==> config.mk <==
export PLATFORM = sky130hd
export DESIGN_NAME = scd_ctrl
export DESIGN_NICKNAME = d
export VERILOG_FILES = /design/src/rtl/scd_pkg.sv /design/src/rtl/scd_ctrl.sv
export VERILOG_INCLUDE_DIRS = /design/src /design/src/rtl
export SDC_FILE = /design/constraint.sdc
export NUM_CORES = 1
export LEC_CHECK = 0
export BUFFER_PORTS_ARGS = -buffer_cell sky130_fd_sc_hd__buf_2
export CORE_ASPECT_RATIO = 1.2
export CORE_MARGIN = 8
export CORE_UTILIZATION = 35
export DETAILED_ROUTE_END_ITERATION = 16
export GPL_ROUTABILITY_DRIVEN = 0
export GPL_TIMING_DRIVEN = 0
export PLACE_DENSITY = 0.6
export SLEW_MARGIN = 25
export SYNTH_ARGS = -nofsm -noshare
export SYNTH_HDL_FRONTEND = slang
export SYNTH_SLANG_ARGS = --single-unit
==> constraint.sdc <==
create_clock -name clock -period 1.7 [get_ports clock]
set_input_delay 0.34 -clock clock [delete_from_list [all_inputs] [get_ports clock]]
set_output_delay 0.34 -clock clock [all_outputs]
set_load 0.05 [all_outputs]
==> src/rtl/sparse_complex_channel_demod_defines.svh <==
// assertion macros shared by the demodulator modules
`ifndef SPARSE_COMPLEX_CHANNEL_DEMOD_DEFINES_SVH
`define SPARSE_COMPLEX_CHANNEL_DEMOD_DEFINES_SVH

// condition holds in the same cycle as the trigger
`define SCD_ASSERT_NOW(lbl, clk, rst, ante, cons, msg) \
   lbl: assert property (@(posedge clk) disable iff (rst) (ante) |-> (cons)) \
      else $error(msg);

// condition holds in the cycle after the trigger
`define SCD_ASSERT_NEXT(lbl, clk, rst, ante, cons, msg) \
   lbl: assert property (@(posedge clk) disable iff (rst) (ante) |=> (cons)) \
      else $error(msg);

`endif

==> src/rtl/scd_pkg.sv <==
// types, constants and helper functions of the sparse complex channel demodulator
`timescale 1ns / 1ps

package scd_pkg;

   localparam int TAP_COUNT_W = 6;
   localparam logic [15:0] SAT_MAX = 16'h7FFF;
   localparam logic [15:0] SAT_MIN = 16'h8000;

   // command codes of an input word
   typedef enum logic [1:0] {
      FUNC_WR_COEF   = 2'd0,
      FUNC_WR_OFFSET = 2'd1,
      FUNC_WR_SAMPLE = 2'd2,
      FUNC_COMPUTE   = 2'd3
   } scd_func_type;

   typedef struct packed {
      scd_func_type func;
      logic [9:0]   index;
      logic [15:0]  value_i;
      logic [15:0]  value_q;
      logic [9:0]   tap_offset;
   } scd_req_type;

   typedef struct packed {
      logic [15:0] out_i;
      logic [15:0] out_q;
   } scd_rsp_type;

   typedef enum logic [1:0] {
      ST_IDLE,
      ST_RUN,
      ST_DRAIN,
      ST_FINISH
   } scd_state_type;

   // controller to datapath
   typedef struct packed {
      logic wr_coef;
      logic wr_offset;
      logic wr_sample;
      logic start;
      logic tap_rd;
      logic out_load;
   } scd_cmd_type;

   // datapath to controller
   typedef struct packed {
      logic busy;
   } scd_status_type;

   // saturate a 17-bit sum to 16 bits
   function automatic logic [15:0] scd_sat(input logic [16:0] v);
      if (v[16] != v[15]) begin
         return v[16] ? SAT_MIN : SAT_MAX;
      end
      return v[15:0];
   endfunction

   // remainder of a 12-bit value by a constant of at least 16, reciprocal multiply
   // m is the rounded-up reciprocal scaled by 2**sh
   function automatic logic [16:0] scd_mod(input logic [11:0] x, input logic [16:0] d,
                                           input logic [13:0] m, input int sh);
      logic [25:0] prod;
      logic [11:0] q;
      logic [28:0] qd;
      logic [11:0] r;
      prod = 26'(x) * 26'(m);
      q    = 12'(prod >> sh);
      qd   = 29'(q) * 29'(d);
      r    = x - qd[11:0];
      return 17'(r);
   endfunction

endpackage

==> src/rtl/scd_ctrl.sv <==
// controller: command decode, tap sequencing and result word handshake
`timescale 1ns / 1ps
`include "sparse_complex_channel_demod_defines.svh"

module scd_ctrl
   import scd_pkg::*;
#(
   parameter int MAX_TAPS = 32,
   localparam int TAP_W = (MAX_TAPS > 1) ? $clog2(MAX_TAPS) : 1
) (
   input  logic                   clock,
   input  logic                   reset,
   input  logic                   req_valid,
   input  scd_func_type           req_func,
   output logic                   req_stall,
   output logic                   rsp_valid,
   input  logic                   rsp_stall,
   input  logic                   csr_wr_en,
   input  logic [TAP_COUNT_W-1:0] csr_wr_data,
   input  scd_status_type         status,
   output scd_cmd_type            cmd,
   output logic [TAP_W-1:0]       tap_idx
);

   localparam int CNT_W = $clog2(MAX_TAPS + 1);
   localparam logic [8:0] MAX_TAPS_L = 9'(MAX_TAPS);

   scd_state_type state_ff, state_in;
   logic [TAP_COUNT_W-1:0] tap_count_ff, tap_count_in;
   logic [CNT_W-1:0] cnt_ff, cnt_in;
   logic [CNT_W-1:0] n_ff, n_in;
   logic rsp_valid_ff, rsp_valid_in;
   logic accept;
   logic slot_free;
   logic last_tap;
   logic [8:0] tap_count_l;
   logic [CNT_W-1:0] n_clip;

   assign accept    = req_valid && !req_stall;
   assign slot_free = !rsp_valid_ff || !rsp_stall;
   assign last_tap  = (cnt_ff + CNT_W'(1)) == n_ff;

   // tap count clipped to the tap memory depth
   assign tap_count_l = 9'(tap_count_ff);
   assign n_clip = (tap_count_l > MAX_TAPS_L) ? CNT_W'(MAX_TAPS_L) : CNT_W'(tap_count_l);

   // next state
   always_comb begin
      state_in = state_ff;
      unique case (state_ff)
         ST_IDLE: begin
            if (accept && req_func == FUNC_COMPUTE) begin
               state_in = (n_clip == '0) ? ST_DRAIN : ST_RUN;
            end
         end
         ST_RUN: begin
            if (last_tap) begin
               state_in = ST_DRAIN;
            end
         end
         ST_DRAIN: begin
            if (!status.busy) begin
               state_in = ST_FINISH;
            end
         end
         ST_FINISH: begin
            if (slot_free) begin
               state_in = ST_IDLE;
            end
         end
         default: state_in = ST_IDLE;
      endcase
   end

   // outputs
   always_comb begin
      cmd       = '0;
      req_stall = 1'b1;
      tap_idx   = cnt_ff[TAP_W-1:0];
      unique case (state_ff)
         ST_IDLE: begin
            req_stall = 1'b0;
            if (accept) begin
               unique case (req_func)
                  FUNC_WR_COEF:   cmd.wr_coef   = 1'b1;
                  FUNC_WR_OFFSET: cmd.wr_offset = 1'b1;
                  FUNC_WR_SAMPLE: cmd.wr_sample = 1'b1;
                  FUNC_COMPUTE:   cmd.start     = 1'b1;
                  default:        cmd           = '0;
               endcase
            end
         end
         ST_RUN:    cmd.tap_rd   = 1'b1;
         ST_DRAIN:  cmd          = '0;
         ST_FINISH: cmd.out_load = slot_free;
         default:   cmd          = '0;
      endcase
   end

   // counters, tap count register and result valid
   always_comb begin
      tap_count_in = csr_wr_en ? csr_wr_data : tap_count_ff;
      cnt_in = cnt_ff;
      n_in   = n_ff;
      if (cmd.start) begin
         cnt_in = '0;
         n_in   = n_clip;
      end else if (cmd.tap_rd) begin
         cnt_in = cnt_ff + CNT_W'(1);
      end
      rsp_valid_in = rsp_valid_ff;
      if (cmd.out_load) begin
         rsp_valid_in = 1'b1;
      end else if (rsp_valid_ff && !rsp_stall) begin
         rsp_valid_in = 1'b0;
      end
   end

   always_ff @(posedge clock) begin
      if (reset) begin
         state_ff     <= ST_IDLE;
         tap_count_ff <= '0;
         cnt_ff       <= '0;
         n_ff         <= '0;
         rsp_valid_ff <= 1'b0;
      end else begin
         state_ff     <= state_in;
         tap_count_ff <= tap_count_in;
         cnt_ff       <= cnt_in;
         n_ff         <= n_in;
         rsp_valid_ff <= rsp_valid_in;
      end
   end

   assign rsp_valid = rsp_valid_ff;

   // checks
   `SCD_ASSERT_NOW(a_tap_in_range, clock, reset, cmd.tap_rd, cnt_ff < n_ff,
      "tap read beyond the tap count")
   `SCD_ASSERT_NOW(a_load_slot_free, clock, reset, cmd.out_load,
      (!rsp_valid_ff || !rsp_stall), "result overwritten while still held")
   `SCD_ASSERT_NEXT(a_start_leaves_idle, clock, reset, cmd.start,
      (state_ff == ST_RUN || state_ff == ST_DRAIN), "compute did not start")

endmodule

# Word level (Yosys, flattened, before mapping)
# Index checks and enable logic that the tools add are counted.
[totals]
register_bits = 21
input_bits = 14
output_inout_bits = 13
wordCells = 48
[classes]
addsub = 1
n_lt_le_gt_ge = 1
n_eq_ne = 11
muxes = 18
n_reduce_logical = 12
[ops]
columns = ["op", "count"]
rows = [
  ["$mux W6", 2],
  ["$mux W2", 5],
  ["$eq A2 B2 Y1 const B", 4],
  ["$pmux W2 S4", 1],
  ["$mux W1", 7],
  ["$add A6 B1 Y6 const B", 1],
  ["$eq A6 B6 Y1", 1],
  ["$gt A6 B6 Y1 const B", 1],
  ["$logic_not A6 Y1", 1],
  ["$ne A2 B2 Y1 const B", 3],
  ["$eq A2 B1 Y1 const B", 2],
  ["$logic_not A2 Y1", 2],
  ["$mux W4", 1],
  ["$pmux W1 S2", 2],
  ["$reduce_and A4 Y1", 1],
  ["$logic_and A1 B1 Y1", 3],
  ["$logic_not A1 Y1", 2],
  ["$ne A2 B1 Y1 const B", 1],
  ["$reduce_bool A2 Y1", 1],
  ["$reduce_or A2 Y1", 1],
  ["$logic_or A1 B1 Y1", 1],
]

# Depth between registers and ports, before layout
[depth]
word_depth = 6
depth_mapped = 7
ltp_nobuf = 7

# Least setup slack after synthesis
# Ideal clock, no wire load.
[synth_path]
path_type = "flip-flop to output port"
startpoint = "register state_ff[0]"
endpoint = "output port cmd[4] (netlist bit)"
t_arrival_ps = 1841
required_ps = 1360
slack_ps = -481
path_stages_with_launch = 5
path_buffers = 0
path_cell_list = "dfxtp_1 -> inv_1 -> ha_1 -> nand2_1 -> nor3b_1"
[synth_lines]
columns = ["item", "line_no", "rtl"]
rows = [
  ["start: declaration", "scd_ctrl.sv:28", "scd_state_type state_ff, state_in;"],
  ["start signal: assignment", "scd_ctrl.sv:127", "state_ff <= state_in;"],
  ["end: declaration", "scd_ctrl.sv:21", "output scd_cmd_type cmd,"],
]

# Worst setup path in the final report
[layout_path]
startpoint = "register cnt_ff[1]"
endpoint = "register state_ff[1]"
[layout_between]
elab_chain_len = 4
[layout_lines]
columns = ["item", "line_no", "rtl"]
rows = [
  ["start: declaration", "scd_ctrl.sv:30", "logic [CNT_W-1:0] cnt_ff, cnt_in;"],
  ["start signal: assignment", "scd_ctrl.sv:129", "cnt_ff <= cnt_in;"],
  ["$add A6 B1 Y6", "scd_ctrl.sv:41", "assign last_tap = (cnt_ff + CNT_W'(1)) == n_ff;"],
  ["$eq A6 B6 Y1", "scd_ctrl.sv:41", ""],
  ["$ne A2 B2 Y1 (no line)", "-", ""],
  ["$reduce_and A4 Y1 (no line)", "-", ""],
]
# Every way passes these cells.
# A chain may end at the register's enable or synchronous reset.

==> results.txt <==
----------------------------------------------------
[Finish]
  Ratio of cells with drive above 1 in the final layout ... 0.425
  Area growth from synthesis to layout ... 36.7%
  Post-route cell area ... 1590 um^2
  Final antenna diode count ... 0
  Final net count ... 188

[Timing]
  Period utilisation layout ... 0.984
  Setup repair after global routing missed its margin ... true
  Slew of the pin with the lowest slew margin ... 0.454 ns
  Hold slack ... 0.316 ns
  Count of endpoints failing hold in the final timing report ... 0
  Max Freq ... 598 MHz
  Worst slew slack as a fraction of its limit ... 0.697
  Largest clock skew in the final design ... 0.00657 ns
  Clock period minus worst slack ... 1.67 ns
  Final slew viol count ... 0
  Setup violation total in the final timing report ... 0

[Worst hold path]
  Min-delay src ... csr_wr_data[0]
  Worst Hold Depth ... 3
  Min-delay worst type ... primary input to flop
  Hold Path Sink ... tap_count_ff[0]

[Clock network]
  Clock slew at the register clock pins of the worst setup and hold paths ... 0.08 ns
  Number of clock buffers inserted by TritonCTS ... 3
  # clock sinks ... 21
  Post-cts hold buffer count ... 0
  Largest buffer count on any clock path ... 2
  Total number of H-tree levels ... 1
  Clock insertion delay at the later pin of the skew report ... 0.26 ns
  CTS tree ... yes
  Root buf cell ... sky130_fd_sc_hd__clkbuf_8

[Floorplan]
  Top Ports ... 27
  Area inside the core boundary ... 3250 um^2
  Initial Util ... 0.357
  Die Wd ... 68.6 um
  Row count ... 23
  Die area ... 5420 um^2
  Die H ... 79.1 um

[Placed design]
  Cell area reported after detailed placement ... 1380 um^2
  Half-perimeter wire length of the detailed placement result ... 2.01 mm
  Buffers on Ports ... 24

[Yosys]
  Cell type with the highest aggregate area in the netlist ... sky130_fd_sc_hd__dfxtp_1
  Average size of a mapped cell ... 8.80 um^2
  Count of flip-flops with a built-in enable after synthesis ... 0
  Synthesized area ... 1160 um^2
  Ys Warns ... 0
  Largest cells by area after synthesis ... sky130_fd_sc_hd__dfxtp_1, sky130_fd_sc_hd__nor2_1, sky130_fd_sc_hd__mux2i_1
  Proportion of register bits with asynchronous set or reset after synthesis ... 0
  Register area share after synthesis ... 0.362
  Area share of the largest cell type after synthesis ... 0.362
  Number of standard cells after synthesis ... 132
  Flip-flop and latch count after synthesis ... 21
  Net count after synthesis ... 152
  Most used flip-flop cell after synthesis ... sky130_fd_sc_hd__dfxtp_1
  Number of distinct library cell variants in the gate-level netlist after synthesis ... 32

[Global routing]
  Antenna violations before repair ... 0
  Largest net degree at the start of global routing ... 14
  Global router's overall resource usage ... 0.104
  Remaining global-route overflow ... 0
  Vias in the first global route ... 1,016
  First-pass GRT wire length ... 4.48 mm

[Pwr]
  Maximum resistive drop on vdd ... 0.000709 V
  Leak pwr ... 0.000640 uW
  Power density normalized to cell area ... 1130 nW/um^2
  Total power after layout ... 1800 uW

[Outcome]
  Status ... completed

[Worst setup path]
  FF-to-FF path depth ... 6
  Required time of the critical path ... 1.86 ns
  R2r startpoint ... cnt_ff[1]
  Maximum fanout along the worst path ... 5
  Reg2reg setup slack ... 0.03 ns
  Data arrival time of the worst path ... 1.83 ns
  Startpoint class of the critical path ... flop
  R2R Path End ... state_ff[1]
  Worst setup EP type ... flop
  Class of the most critical setup path ... flop to flop

[Route]
  Antenna violation net count after detailed routing ... 0
  Via density per instance ... 4.96
  Overall via count from detail_route ... 1,011
  Average detailed-routed wire length per instance ... 13.3 um
  DRT Pass-1 Iters ... 3
  1st-iter DRT viols ... 14
  Routed wire length ... 2.72 mm
  DR DRC count ... 0

[Run]
  Number of max-cap violations ... 0

----------------------------------------------------
==> Yosys cell counts, types with 3 or more instances <==
cell type                  number
sky130_fd_sc_hd__nor3b_1        7
sky130_fd_sc_hd__xor2_1         4
sky130_fd_sc_hd__ha_1           6
sky130_fd_sc_hd__mux2i_1        8
sky130_fd_sc_hd__nor3_1         3
sky130_fd_sc_hd__xnor2_1        8
sky130_fd_sc_hd__clkbuf_1       6
sky130_fd_sc_hd__nand2_1        5
sky130_fd_sc_hd__a21oi_1        8
sky130_fd_sc_hd__dfxtp_1       21
sky130_fd_sc_hd__inv_1          5
sky130_fd_sc_hd__buf_4          6
sky130_fd_sc_hd__nor2_1        22
==> worst max-delay path by stage <==
stage | start | endpoint | slack (ns) | depth (start not counted)
floorplan | state_ff[0] | state_ff[1] | -0.11 | 7
global placement | cnt_ff[0] | state_ff[1] | -0.21 | 6
detailed placement | cnt_ff[0] | state_ff[1] | -0.24 | 6
CTS | cnt_ff[2] | state_ff[1] | -0.02 | 6
global route | state_ff[1] | state_ff[1] | -0.02 | 7
finish | cnt_ff[1] | state_ff[1] | 0.03 | 6
==> report_power, final <==
part | leakage [uW] | internal [uW] | switching, uW | total [uW]
sequential | 0.000175 | 546 | 53.2 | 599
clock | 0.0000217 | 165 | 174 | 339
combinational | 0.000443 | 375 | 484 | 859
==> worst max-delay path: stages, from the launching register on <==
cell,delay (ns)
sky130_fd_sc_hd__dfxtp_4,0.37
sky130_fd_sc_hd__ha_4,0.18
sky130_fd_sc_hd__o21ba_2,0.20
sky130_fd_sc_hd__a22oi_2,0.16
sky130_fd_sc_hd__a211oi_2,0.10
sky130_fd_sc_hd__a211o_1,0.27
sky130_fd_sc_hd__mux2_4,0.30
==> layout make-up <==
type | instances | area, um^2
Buffer | 11 | 71.3
Clock buffer | 3 | 41.3
Clock inverter | 1 | 7.51
Fill cell | 315 | 1660
Inverter | 5 | 30.0
Multi-Input combinational cell | 93 | 737
Sequential cell | 21 | 439
Tap cell | 37 | 46.3
Timing Repair Buffer | 33 | 215
==> cells by family after synthesis <==
kind of cell | synth area share
buffers and inverters | 0.0840
muxes | 0.0819
xor gates and xnor gates | 0.0905
and+or+nand+nor | 0.213
AOI/OAI and AO/OA | 0.103
DFF | 0.362
adders and majority gates | 0.0647
==> layout by cell type (no fill, tap or decap), types with 2 or more instances in the layout <==
cell                          n
sky130_fd_sc_hd__ha_1         3
sky130_fd_sc_hd__clkbuf_1     4
sky130_fd_sc_hd__mux2i_1      7
sky130_fd_sc_hd__nor3_2       2
sky130_fd_sc_hd__inv_1        2
sky130_fd_sc_hd__nor3b_1      5
sky130_fd_sc_hd__clkinvlp_4   2
sky130_fd_sc_hd__clkbuf_8     3
sky130_fd_sc_hd__xnor2_1      8
sky130_fd_sc_hd__dfxtp_2      3
sky130_fd_sc_hd__buf_2       19
sky130_fd_sc_hd__a211o_1      2
sky130_fd_sc_hd__nand2b_1     2
sky130_fd_sc_hd__nor2_1      22
sky130_fd_sc_hd__a21oi_1      8
sky130_fd_sc_hd__nand4_1      2
sky130_fd_sc_hd__nor3b_2      2
sky130_fd_sc_hd__buf_6        5
sky130_fd_sc_hd__dfxtp_1     14
sky130_fd_sc_hd__buf_4       16
sky130_fd_sc_hd__nand2_1      3
sky130_fd_sc_hd__xor2_1       4
sky130_fd_sc_hd__dfxtp_4      4
sky130_fd_sc_hd__nand2_2      2
sky130_fd_sc_hd__ha_4         3
==> through the flow <==
step / util / setup WS [ns] / TNS, ns / std cells
floorplan: - / -0.105 / -0.105 / 132
global placement: 0.425 / -0.207 / -0.242 / 193
detailed placement: 0.425 / -0.238 / -0.313 / 193
CTS: 0.462 / -0.0160 / -0.0160 / 200
global route: 0.488 / -0.0202 / -0.0599 / 204
finish: 0.488 / 0.0279 / 0 / 204
==> routing by layer <==
metal,GRT usage,routed length (um),vias up
met5,0,0,-
met4,0.0575,40,0
met3,0.0239,89,4
met2,0.174,1430,15
met1,0.117,1170,483
li1,-,-,509
==> state kept, by name, indices dropped and copies added, names as in the netlist <==
signal        cells
rsp_valid         1
tap_count_ff      6
n_ff              6
state_ff          2
cnt_ff            6
==> repair_timing <==
| item | CTS | global route |
|---|---|---|
| endpoints found under the setup margin | 7 | 16 |
| pin swaps | 4 | 4 |
| buffers inserted | 4 | 5 |
| gates resized for setup | 14 | 16 |
Note: power is estimated with default switching activity, not from simulation.
